$ cat src/sv/nlp_pkg.sv
package nlp_pkg;

	localparam logic [3:0] PH_IDLE   = 4'd0;
	localparam logic [3:0] PH_QOPEN  = 4'd1;
	localparam logic [3:0] PH_QCLOSE = 4'd2;
	localparam logic [3:0] PH_BIN    = 4'd3;
	localparam logic [3:0] PH_DOLLAR = 4'd4;
	localparam logic [3:0] PH_MINUS  = 4'd5;
	localparam logic [3:0] PH_NUM    = 4'd6;

	localparam logic [31:0] NEG_MASK     = 32'h0000_ffff;
	localparam logic [7:0]  LOWER_OFFSET = 8'd87;
	localparam logic [7:0]  UPPER_OFFSET = 8'd55;
	localparam logic [7:0]  LEN_MAX      = 8'd255;

	typedef struct packed {
		logic [3:0]  phase;
		logic [31:0] dec_acc;
		logic [31:0] hex_acc;
		logic        negative;
		logic        hex_mode;
		logic [7:0]  count;
		logic [7:0]  held_char;
		logic        quote_kind;
	} nlp_state_t;

	typedef struct packed {
		logic        emit;
		logic [31:0] value;
		logic        ok;
		logic [7:0]  length;
	} nlp_result_t;

	function automatic logic is_dec(input logic [7:0] c);
		return (c >= "0") && (c <= "9");
	endfunction

	function automatic logic is_lower_hex(input logic [7:0] c);
		return (c >= "a") && (c <= "f");
	endfunction

	function automatic logic is_upper_hex(input logic [7:0] c);
		return (c >= "A") && (c <= "F");
	endfunction

	function automatic logic is_hexd(input logic [7:0] c);
		return is_dec(c) || is_lower_hex(c) || is_upper_hex(c);
	endfunction

	function automatic logic [7:0] bump(input logic [7:0] cnt);
		return (cnt < LEN_MAX) ? cnt + 8'd1 : cnt;
	endfunction

endpackage

$ cat src/sv/nlp_step.sv
module nlp_step (
	input  nlp_pkg::nlp_state_t  cur,
	input  logic                 start_req,
	input  logic [7:0]           ch,
	input  logic [15:0]          current_address,
	output nlp_pkg::nlp_state_t  nxt,
	output nlp_pkg::nlp_result_t res
);
	import nlp_pkg::*;

	logic [31:0] dec_mul;
	logic [31:0] dec_acc_in;
	logic [31:0] dec_digit;
	logic [31:0] dec_accum;
	logic [31:0] hex_accum;
	logic [3:0]  nib;
	logic [31:0] dec_neg;
	logic [31:0] hex_neg;
	logic [31:0] fin_value;
	logic        close_ok;

	assign dec_acc_in = start_req ? 32'd0 : cur.dec_acc;
	assign dec_mul    = (dec_acc_in << 3) + (dec_acc_in << 1);
	assign dec_digit  = {24'd0, ch - "0"};
	assign dec_accum  = dec_mul + dec_digit;

	always_comb begin
		nib = 4'd0;
		if (is_dec(ch)) begin
			nib = 4'(ch - "0");
		end else if (is_lower_hex(ch)) begin
			nib = 4'(ch - LOWER_OFFSET);
		end else if (is_upper_hex(ch)) begin
			nib = 4'(ch - UPPER_OFFSET);
		end
	end

	assign hex_accum = {cur.hex_acc[27:0], nib};
	assign dec_neg   = (cur.dec_acc ^ NEG_MASK) + 32'd1;
	assign hex_neg   = (cur.hex_acc ^ NEG_MASK) + 32'd1;
	assign close_ok  = cur.quote_kind ? (ch == "\"") : (ch == "'");

	always_comb begin
		fin_value = cur.dec_acc;
		if (cur.hex_mode) begin
			fin_value = cur.negative ? hex_neg : cur.hex_acc;
		end else if (cur.negative) begin
			fin_value = dec_neg;
		end
	end

	always_comb begin
		nxt = cur;
		res = '0;
		if (start_req) begin
			nxt.dec_acc    = 32'd0;
			nxt.hex_acc    = 32'd0;
			nxt.negative   = 1'b0;
			nxt.hex_mode   = 1'b0;
			nxt.held_char  = 8'd0;
			nxt.quote_kind = 1'b0;
			nxt.count      = 8'd1;
			priority if (ch == "'" || ch == "\"") begin
				nxt.quote_kind = (ch == "\"");
				nxt.phase      = PH_QOPEN;
			end else if (ch == "%") begin
				nxt.phase = PH_BIN;
			end else if (ch == "$") begin
				nxt.phase = PH_DOLLAR;
			end else if (ch == "-") begin
				nxt.phase = PH_MINUS;
			end else if (is_dec(ch)) begin
				nxt.dec_acc = dec_accum;
				nxt.hex_acc = {28'd0, nib};
				nxt.phase   = PH_NUM;
			end else begin
				res.emit  = 1'b1;
				nxt.phase = PH_IDLE;
			end
		end else begin
			unique case (cur.phase)
				PH_QOPEN: begin
					if (ch == 8'd0) begin
						res.emit  = 1'b1;
						nxt.phase = PH_IDLE;
					end else begin
						nxt.held_char = ch;
						nxt.count     = bump(cur.count);
						nxt.phase     = PH_QCLOSE;
					end
				end
				PH_QCLOSE: begin
					res.emit  = 1'b1;
					nxt.phase = PH_IDLE;
					if (close_ok) begin
						res.value  = {24'd0, cur.held_char};
						res.ok     = 1'b1;
						res.length = 8'd3;
					end
				end
				PH_BIN: begin
					if (ch == "0" || ch == "1") begin
						nxt.dec_acc = {cur.dec_acc[30:0], ch[0]};
						nxt.count   = bump(cur.count);
					end else if (ch == "_") begin
						nxt.count = bump(cur.count);
					end else begin
						res.emit   = 1'b1;
						res.value  = cur.dec_acc;
						res.ok     = 1'b1;
						res.length = cur.count;
						nxt.phase  = PH_IDLE;
					end
				end
				PH_DOLLAR: begin
					if (is_hexd(ch)) begin
						nxt.hex_mode = 1'b1;
						if (is_dec(ch)) begin
							nxt.dec_acc = dec_accum;
						end
						nxt.hex_acc = hex_accum;
						nxt.count   = bump(cur.count);
						nxt.phase   = PH_NUM;
					end else begin
						res.emit   = 1'b1;
						res.value  = {16'd0, current_address};
						res.ok     = 1'b1;
						res.length = 8'd1;
						nxt.phase  = PH_IDLE;
					end
				end
				PH_MINUS: begin
					if (is_dec(ch)) begin
						nxt.negative = 1'b1;
						nxt.dec_acc  = dec_accum;
						nxt.hex_acc  = hex_accum;
						nxt.count    = bump(cur.count);
						nxt.phase    = PH_NUM;
					end else begin
						res.emit  = 1'b1;
						nxt.phase = PH_IDLE;
					end
				end
				PH_NUM: begin
					if (is_hexd(ch)) begin
						if (is_dec(ch)) begin
							nxt.dec_acc = dec_accum;
						end
						nxt.hex_acc = hex_accum;
						nxt.count   = bump(cur.count);
					end else begin
						res.emit   = 1'b1;
						res.ok     = 1'b1;
						res.value  = fin_value;
						res.length = cur.count;
						nxt.phase  = PH_IDLE;
						if (ch == "h" || ch == "H") begin
							res.value  = cur.negative ? hex_neg : cur.hex_acc;
							res.length = bump(cur.count);
							nxt.hex_mode = 1'b1;
							nxt.count    = bump(cur.count);
						end
					end
				end
				default: begin
					nxt.phase = PH_IDLE;
				end
			endcase
		end
	end

endmodule

$ cat src/sv/numeric_literal_parser.sv
// Channel  Direction  Handshake            Payload
// in       input      in_valid/in_ready    start_req, ch
// out      output     out_valid/out_ready  value, ok, length
// cfg      input      cfg_wr_en            cfg_wr_data (current address)
//
// One character per cycle while the result is not stalled; a result passes through the
// input register and then the result register after its character is taken.
// arst_n clears the parser to idle and the current address to zero.
// A stalled result holds back the character waiting in the input register;
// in_ready stays high while that register is free or drains this cycle.
module numeric_literal_parser (
	input  logic        clk,
	input  logic        arst_n,
	input  logic        in_valid,
	output logic        in_ready,
	input  logic        start_req,
	input  logic [7:0]  ch,
	output logic        out_valid,
	input  logic        out_ready,
	output logic [31:0] value,
	output logic        ok,
	output logic [7:0]  length,
	input  logic        cfg_wr_en,
	input  logic [15:0] cfg_wr_data
);
	import nlp_pkg::*;

	logic        valid_s1;
	logic        start_s1;
	logic [7:0]  ch_s1;
	logic [15:0] cur_addr_q;
	nlp_state_t  state_q;
	nlp_state_t  state_nxt;
	nlp_result_t res;
	logic        out_valid_q;
	logic [31:0] value_q;
	logic        ok_q;
	logic [7:0]  length_q;
	logic        advance;

	assign advance  = valid_s1 && (!out_valid_q || out_ready);
	assign in_ready = !valid_s1 || advance;

	nlp_step u_step (
		.cur             (state_q),
		.start_req       (start_s1),
		.ch              (ch_s1),
		.current_address (cur_addr_q),
		.nxt             (state_nxt),
		.res             (res)
	);

	always_ff @(posedge clk or negedge arst_n) begin
		if (!arst_n) begin
			cur_addr_q <= 16'd0;
		end else if (cfg_wr_en) begin
			cur_addr_q <= cfg_wr_data;
		end
	end

	always_ff @(posedge clk or negedge arst_n) begin
		if (!arst_n) begin
			valid_s1 <= 1'b0;
		end else if (in_ready) begin
			valid_s1 <= in_valid;
		end
	end

	always_ff @(posedge clk) begin
		if (in_ready && in_valid) begin
			start_s1 <= start_req;
			ch_s1    <= ch;
		end
	end

	always_ff @(posedge clk or negedge arst_n) begin
		if (!arst_n) begin
			state_q <= '0;
		end else if (advance) begin
			state_q <= state_nxt;
		end
	end

	always_ff @(posedge clk or negedge arst_n) begin
		if (!arst_n) begin
			out_valid_q <= 1'b0;
		end else if (advance && res.emit) begin
			out_valid_q <= 1'b1;
		end else if (out_ready) begin
			out_valid_q <= 1'b0;
		end
	end

	always_ff @(posedge clk) begin
		if (advance && res.emit) begin
			value_q  <= res.value;
			ok_q     <= res.ok;
			length_q <= res.length;
		end
	end

	assign out_valid = out_valid_q;
	assign value     = value_q;
	assign ok        = ok_q;
	assign length    = length_q;

endmodule

$ cat config.mk
export PLATFORM = sky130hd
export DESIGN_NAME = numeric_literal_parser
export DESIGN_NICKNAME = d
export VERILOG_FILES = /design/src/sv/nlp_pkg.sv /design/src/sv/nlp_step.sv /design/src/sv/numeric_literal_parser.sv
export SDC_FILE = /design/constraint.sdc
export NUM_CORES = 1
export LEC_CHECK = 0
export CAP_MARGIN = 20
export CORE_ASPECT_RATIO = 0.6
export CORE_MARGIN = 3
export CORE_UTILIZATION = 55
export CTS_CLUSTER_DIAMETER = 150
export CTS_CLUSTER_SIZE = 10
export DETAILED_ROUTE_END_ITERATION = 8
export DONT_BUFFER_PORTS = 1
export PLACE_DENSITY = 0.81
export SYNTH_ARGS = -nofsm -noshare
export SYNTH_HDL_FRONTEND = slang
export SYNTH_HIERARCHICAL = 1
export SYNTH_SLANG_ARGS = --single-unit
$ cat constraint.sdc
create_clock -name clk -period 6.21 [get_ports clk]
set_input_delay 0.3105 -clock clk [delete_from_list [all_inputs] [get_ports clk]]
set_output_delay 0.3105 -clock clk [all_outputs]
set_load 0.02 [all_outputs]
=== Word level (Yosys, flattened, before mapping) ===
Cells that the tools add are included.
W data, S select, Z words.

* Bits in registers: 155
* Bits of input ports: 30
* Output and inout port bits: 43
* Logic and storage cells: 158

* $add $sub $neg: 8
* $lt $le $gt $ge: 7
* Eq/ne operators: 29
* Multiplexer cells: 63
* Bitwise operators: 2
* Reductions and logical operators: 33

{| class="wikitable"
|+ Operators with widths
! kind !! number
|-
| $mux W64 || 6
|-
| $mux W32 || 6
|-
| $mux W42 || 4
|-
| $pmux W41 S4 || 1
|-
| $pmux W32 S3 || 1
|-
| $mux W86 || 1
|-
| $mux W65 || 1
|-
| $add A32 B1 Y32 const B || 2
|-
| $pmux W32 S2 || 1
|-
| $eq A8 B6 Y1 const B || 7
|-
| $mux W8 || 7
|-
| $mux W4 || 10
|-
| $pmux W8 S5 || 1
|-
| $add A32 B32 Y32 || 1
|-
| $add A32 B8 Y32 || 1
|-
| $not A16 Y16 || 2
|-
| $mux W31 || 1
|-
| $eq A8 B7 Y1 const B || 3
|-
| $pmux W4 S5 || 1
|-
| $mux W9 || 2
|-
| $mux W17 || 1
|-
| $ge A8 B7 Y1 const B || 2
|-
| $le A8 B7 Y1 const B || 2
|-
| $mux W16 || 1
|-
| other kinds (34) || 77
|}

=== Logic depth before layout (Yosys ltp) ===
* Word-level depth: 11
* Gate-level depth with buffers: 17
* Depth with buffers taken out: 15

=== Modules after synthesis ===
The synthesis kept the hierarchy.

{| class="wikitable"
|+ By module, submodules not included
! module !! times used !! cells each !! area an instance (um2) !! sequential area each (um2)
|-
| nlp_step || 1 || 1079 || 6769.0 || 0.0
|-
| numeric_literal_parser || 1 || 278 || 5540.3 || 4129.0
|}

=== Worst setup path after synthesis ===
No wires, ideal clock.

* Path kind: register to register
* Start point: register ch_s1[1]
* End point: register length_q[0], in the netlist length[0] (enable)
* Library setup time: 0.439 ns
* Arrival: 4.101 ns
* Required time: 5.771 ns
* Path slack: 1.670 ns
* Stages on the path, launching flop included: 11
* Buffers on the path: 0
* Clock period less this slack: 4.540 ns
* Cell sequence: edfxtp_1 > inv_1 > ha_1 > or4b_1 > a311oi_1 > o41ai_1 > nor3_2 > nor3_1 > o22ai_1 > nand2_1 > nor2_1

{| class="wikitable"
|+ RTL lines
! element !! RTL line !! RTL
|-
| start, declared || numeric_literal_parser.sv:30 || <nowiki>logic [7:0] ch_s1;</nowiki>
|-
| start signal, assigned || numeric_literal_parser.sv:72 || <nowiki>ch_s1 <= ch;</nowiki>
|-
| end signal, assigned || numeric_literal_parser.sv:98 || <nowiki>length_q <= res.length;</nowiki>
|-
| end, declared || numeric_literal_parser.sv:38 || <nowiki>logic [7:0] length_q;</nowiki>
|}

==> metrics.txt <==
drt wl/cell 21.0 um; CP bufs+invs 1; Worst EP required 6530 ps; Worst Setup Start Kind register; crit path max fanout 20; Yosys Warn Count 6; hpwl dp 23600 um; vias in the first global route 10.2k; arrival time at the worst endpoint 4690 ps; gr usage total 28.2%; routability cong. 0.976; R2R Path Start ch_s1[1]; highest clock rate 229 MHz; period utilization 70.4%; Design Power 0.00265 W; Ant. Diodes 0; slowest stage delay, CP 860 ps; maximum VDD drop 0.263 mV; Hold Path Class in2reg; Most used DFF post-synth dfrtp_1; Port-buffer cells 0; Hold Path Depth 1; setup violators final 0; Post-CTS Setup Bufs 0; Skew-Pair Late Insertion Delay 440 ps; Die Ht 122 um; CP delay by family, top simple AND/OR/NAND/NOR gates; Routed Antenna Nets 0; Hold EP cur_addr_q[2]; kind of critical path reg2reg; Unique masters post-synth 85; Clock Sink Count 155; hold buffers post-CTS 14; Clock Tree Root clkbuf_16; status finished clean; via/cell ratio 6.67; Die ar. 24300 sq um; largest cells by area after synthesis dfrtp_1 21%, edfxtp_1 12%, mux2_2 7.0%; Final Critical Period 4370 ps; reg-to-reg endpoint state_q[15]; crit path from ch_s1[1]; reg2reg setup slack 1840 ps; HP Start cfg_wr_data[2]; async set-reset flop share out of synthesis 67.7%; Post-Syn Instances 1357; cell row count 41; H-tree depth 4; area of placed instances 12400 sq um; largest net degree at the start of global routing 106; cell taking the most area after synthesis dfrtp_1; cell chain of the critical path inv_1, ha_1, or4b_1, a311oi_1, o41a_1, and4_1, a21oi_1, nor3_1, mux2i_1, nor2_1, mux2_2; r2r worst-path depth 11; Post-synth EDFFs 50; CORE AREA 21500 sq um; synthesized area per cell 9.07 sq um; Worst-path clk slew 60 ps; Finished Layout Cells 1606; DR iter-0 viols 1422; Post-Route Setup TNS 0 ps; Final nets 1417; layout cells sized above 1 14.2%; Seq/Total Area, Yosys 33.5%; syn_nets 1460; pwr/cell area 200 nW/um^2; deepest clock path buffer count 2; Routed WL 33700 um; Worst Max-Slew Pin Slew 1080 ps; Netlist Area Pre-Place 12300 sq um; drt first pass iters 6; top-count cell post-synth nand2_1; drt drc 0; Layout area overhead 7.50%; CTS resizes 0; Vias 10.7k; global-route wire length before repair 54600 um; Post-Layout Inst Area 13200 sq um; final hold violation count 0; Inst Count DP 1559; TritonCTS clock tree yes; crit path max-delay cell type and4_1; Final Max Slew Viols 0; slew margin rel. 27.8%; fillers 1816; Die X 199 um; Ports 73; Yosys top cell area share 21.3%; grt ovf 0; number of max-cap violations 0; total CTS buffers 17; Initial Util 57.3%; CP Capture Type register; unrepaired setup endpoints after global routing no; Pleak 5.65 nW; Final Skew 9.14 ps; number of synthesized register bits 155; Post-synth top cells 130 x nand2_1, 105 x dfrtp_1, 96 x a21oi_1; initial antenna violation count 0
[power by group]
group	switching, W	internal, W	total [W]
combinational	0.000191	0.000120	0.000311
clock	0.000427	0.000725	0.00115
sequential	0.0000791	0.00111	0.00118
[placed cells by master, fill, tap and decap left out, drive strengths merged, types with 20 or more instances in the layout]
| cell | n |
|---|---|
| clkbuf | 21 |
| ha | 67 |
| nor2b | 40 |
| nor2 | 89 |
| nor3 | 27 |
| a22oi | 39 |
| a21oi | 99 |
| and3 | 20 |
| nand2 | 132 |
| edfxtp | 50 |
| o22ai | 28 |
| nand3 | 40 |
| o21ai | 71 |
| dfrtp | 105 |
| xnor2 | 46 |
| inv | 46 |
| xor2 | 24 |
| mux2 | 106 |
[state kept, by name, summed over array words and instances, names as in the netlist, 8 cells and up]
name / count
cur_addr_q: 16
state_q: 87
length: 8
ch_s1: 8
value: 32
[layer usage]
| layer | track usage, % | share of wire [%] |
|---|---|---|
| met2 | 41.2 | 43 |
| met5 | 0 | 0 |
| met3 | 7.55 | 11 |
| met1 | 41.1 | 44 |
| met4 | 8.42 | 2.1 |
[worst max-delay path by stage]
stage          slack [ps]  depth (start not counted)           to
2_1_floorplan        1670                         10    length[0]
3_3_place_gp         2090                         11  state_q[15]
3_5_place_dp         2020                         11  state_q[15]
4_1_cts              1990                         11  state_q[15]
5_1_grt              1620                         11  state_q[15]
6_report             1840                         11  state_q[15]
[through the flow]
step	hold slack, ps	util (%)	setup slack, ps
after floorplan	14.9	-	1670
after global placement	17.2	57.8	2090
after detailed placement	18.0	57.8	2020
after CTS	0.0644	61.5	1990
after global routing	11.8	61.6	1620
final	16.6	61.6	1840
[cell families after synthesis]
| family | count (synthesis) | share of synthesized area (%) |
|---|---|---|
| other | 1 | 0.0305 |
| and+or+nand+nor | 439 | 18.2 |
| buffers and inverters | 139 | 4.67 |
| muxes | 116 | 11.5 |
| adders and majority gates | 73 | 7.79 |
| xor gates and xnor gates | 70 | 4.98 |
| DFF | 155 | 33.5 |
| AOI/OAI and AO/OA | 364 | 19.3 |
[area by class of cell]
class / count / area, sq um / area share [%]
clock buffers: 21 / 492 / 3.72
clock inverters: 11 / 163 / 1.23
inverters: 46 / 173 / 1.30
multi-input cells: 1063 / 7640 / 57.8
flip-flops and latches: 155 / 4130 / 31.2
well taps: 279 / 349 / 2.64
repair buffers: 31 / 285 / 2.16
Note: power is estimated with default switching activity, not from simulation.
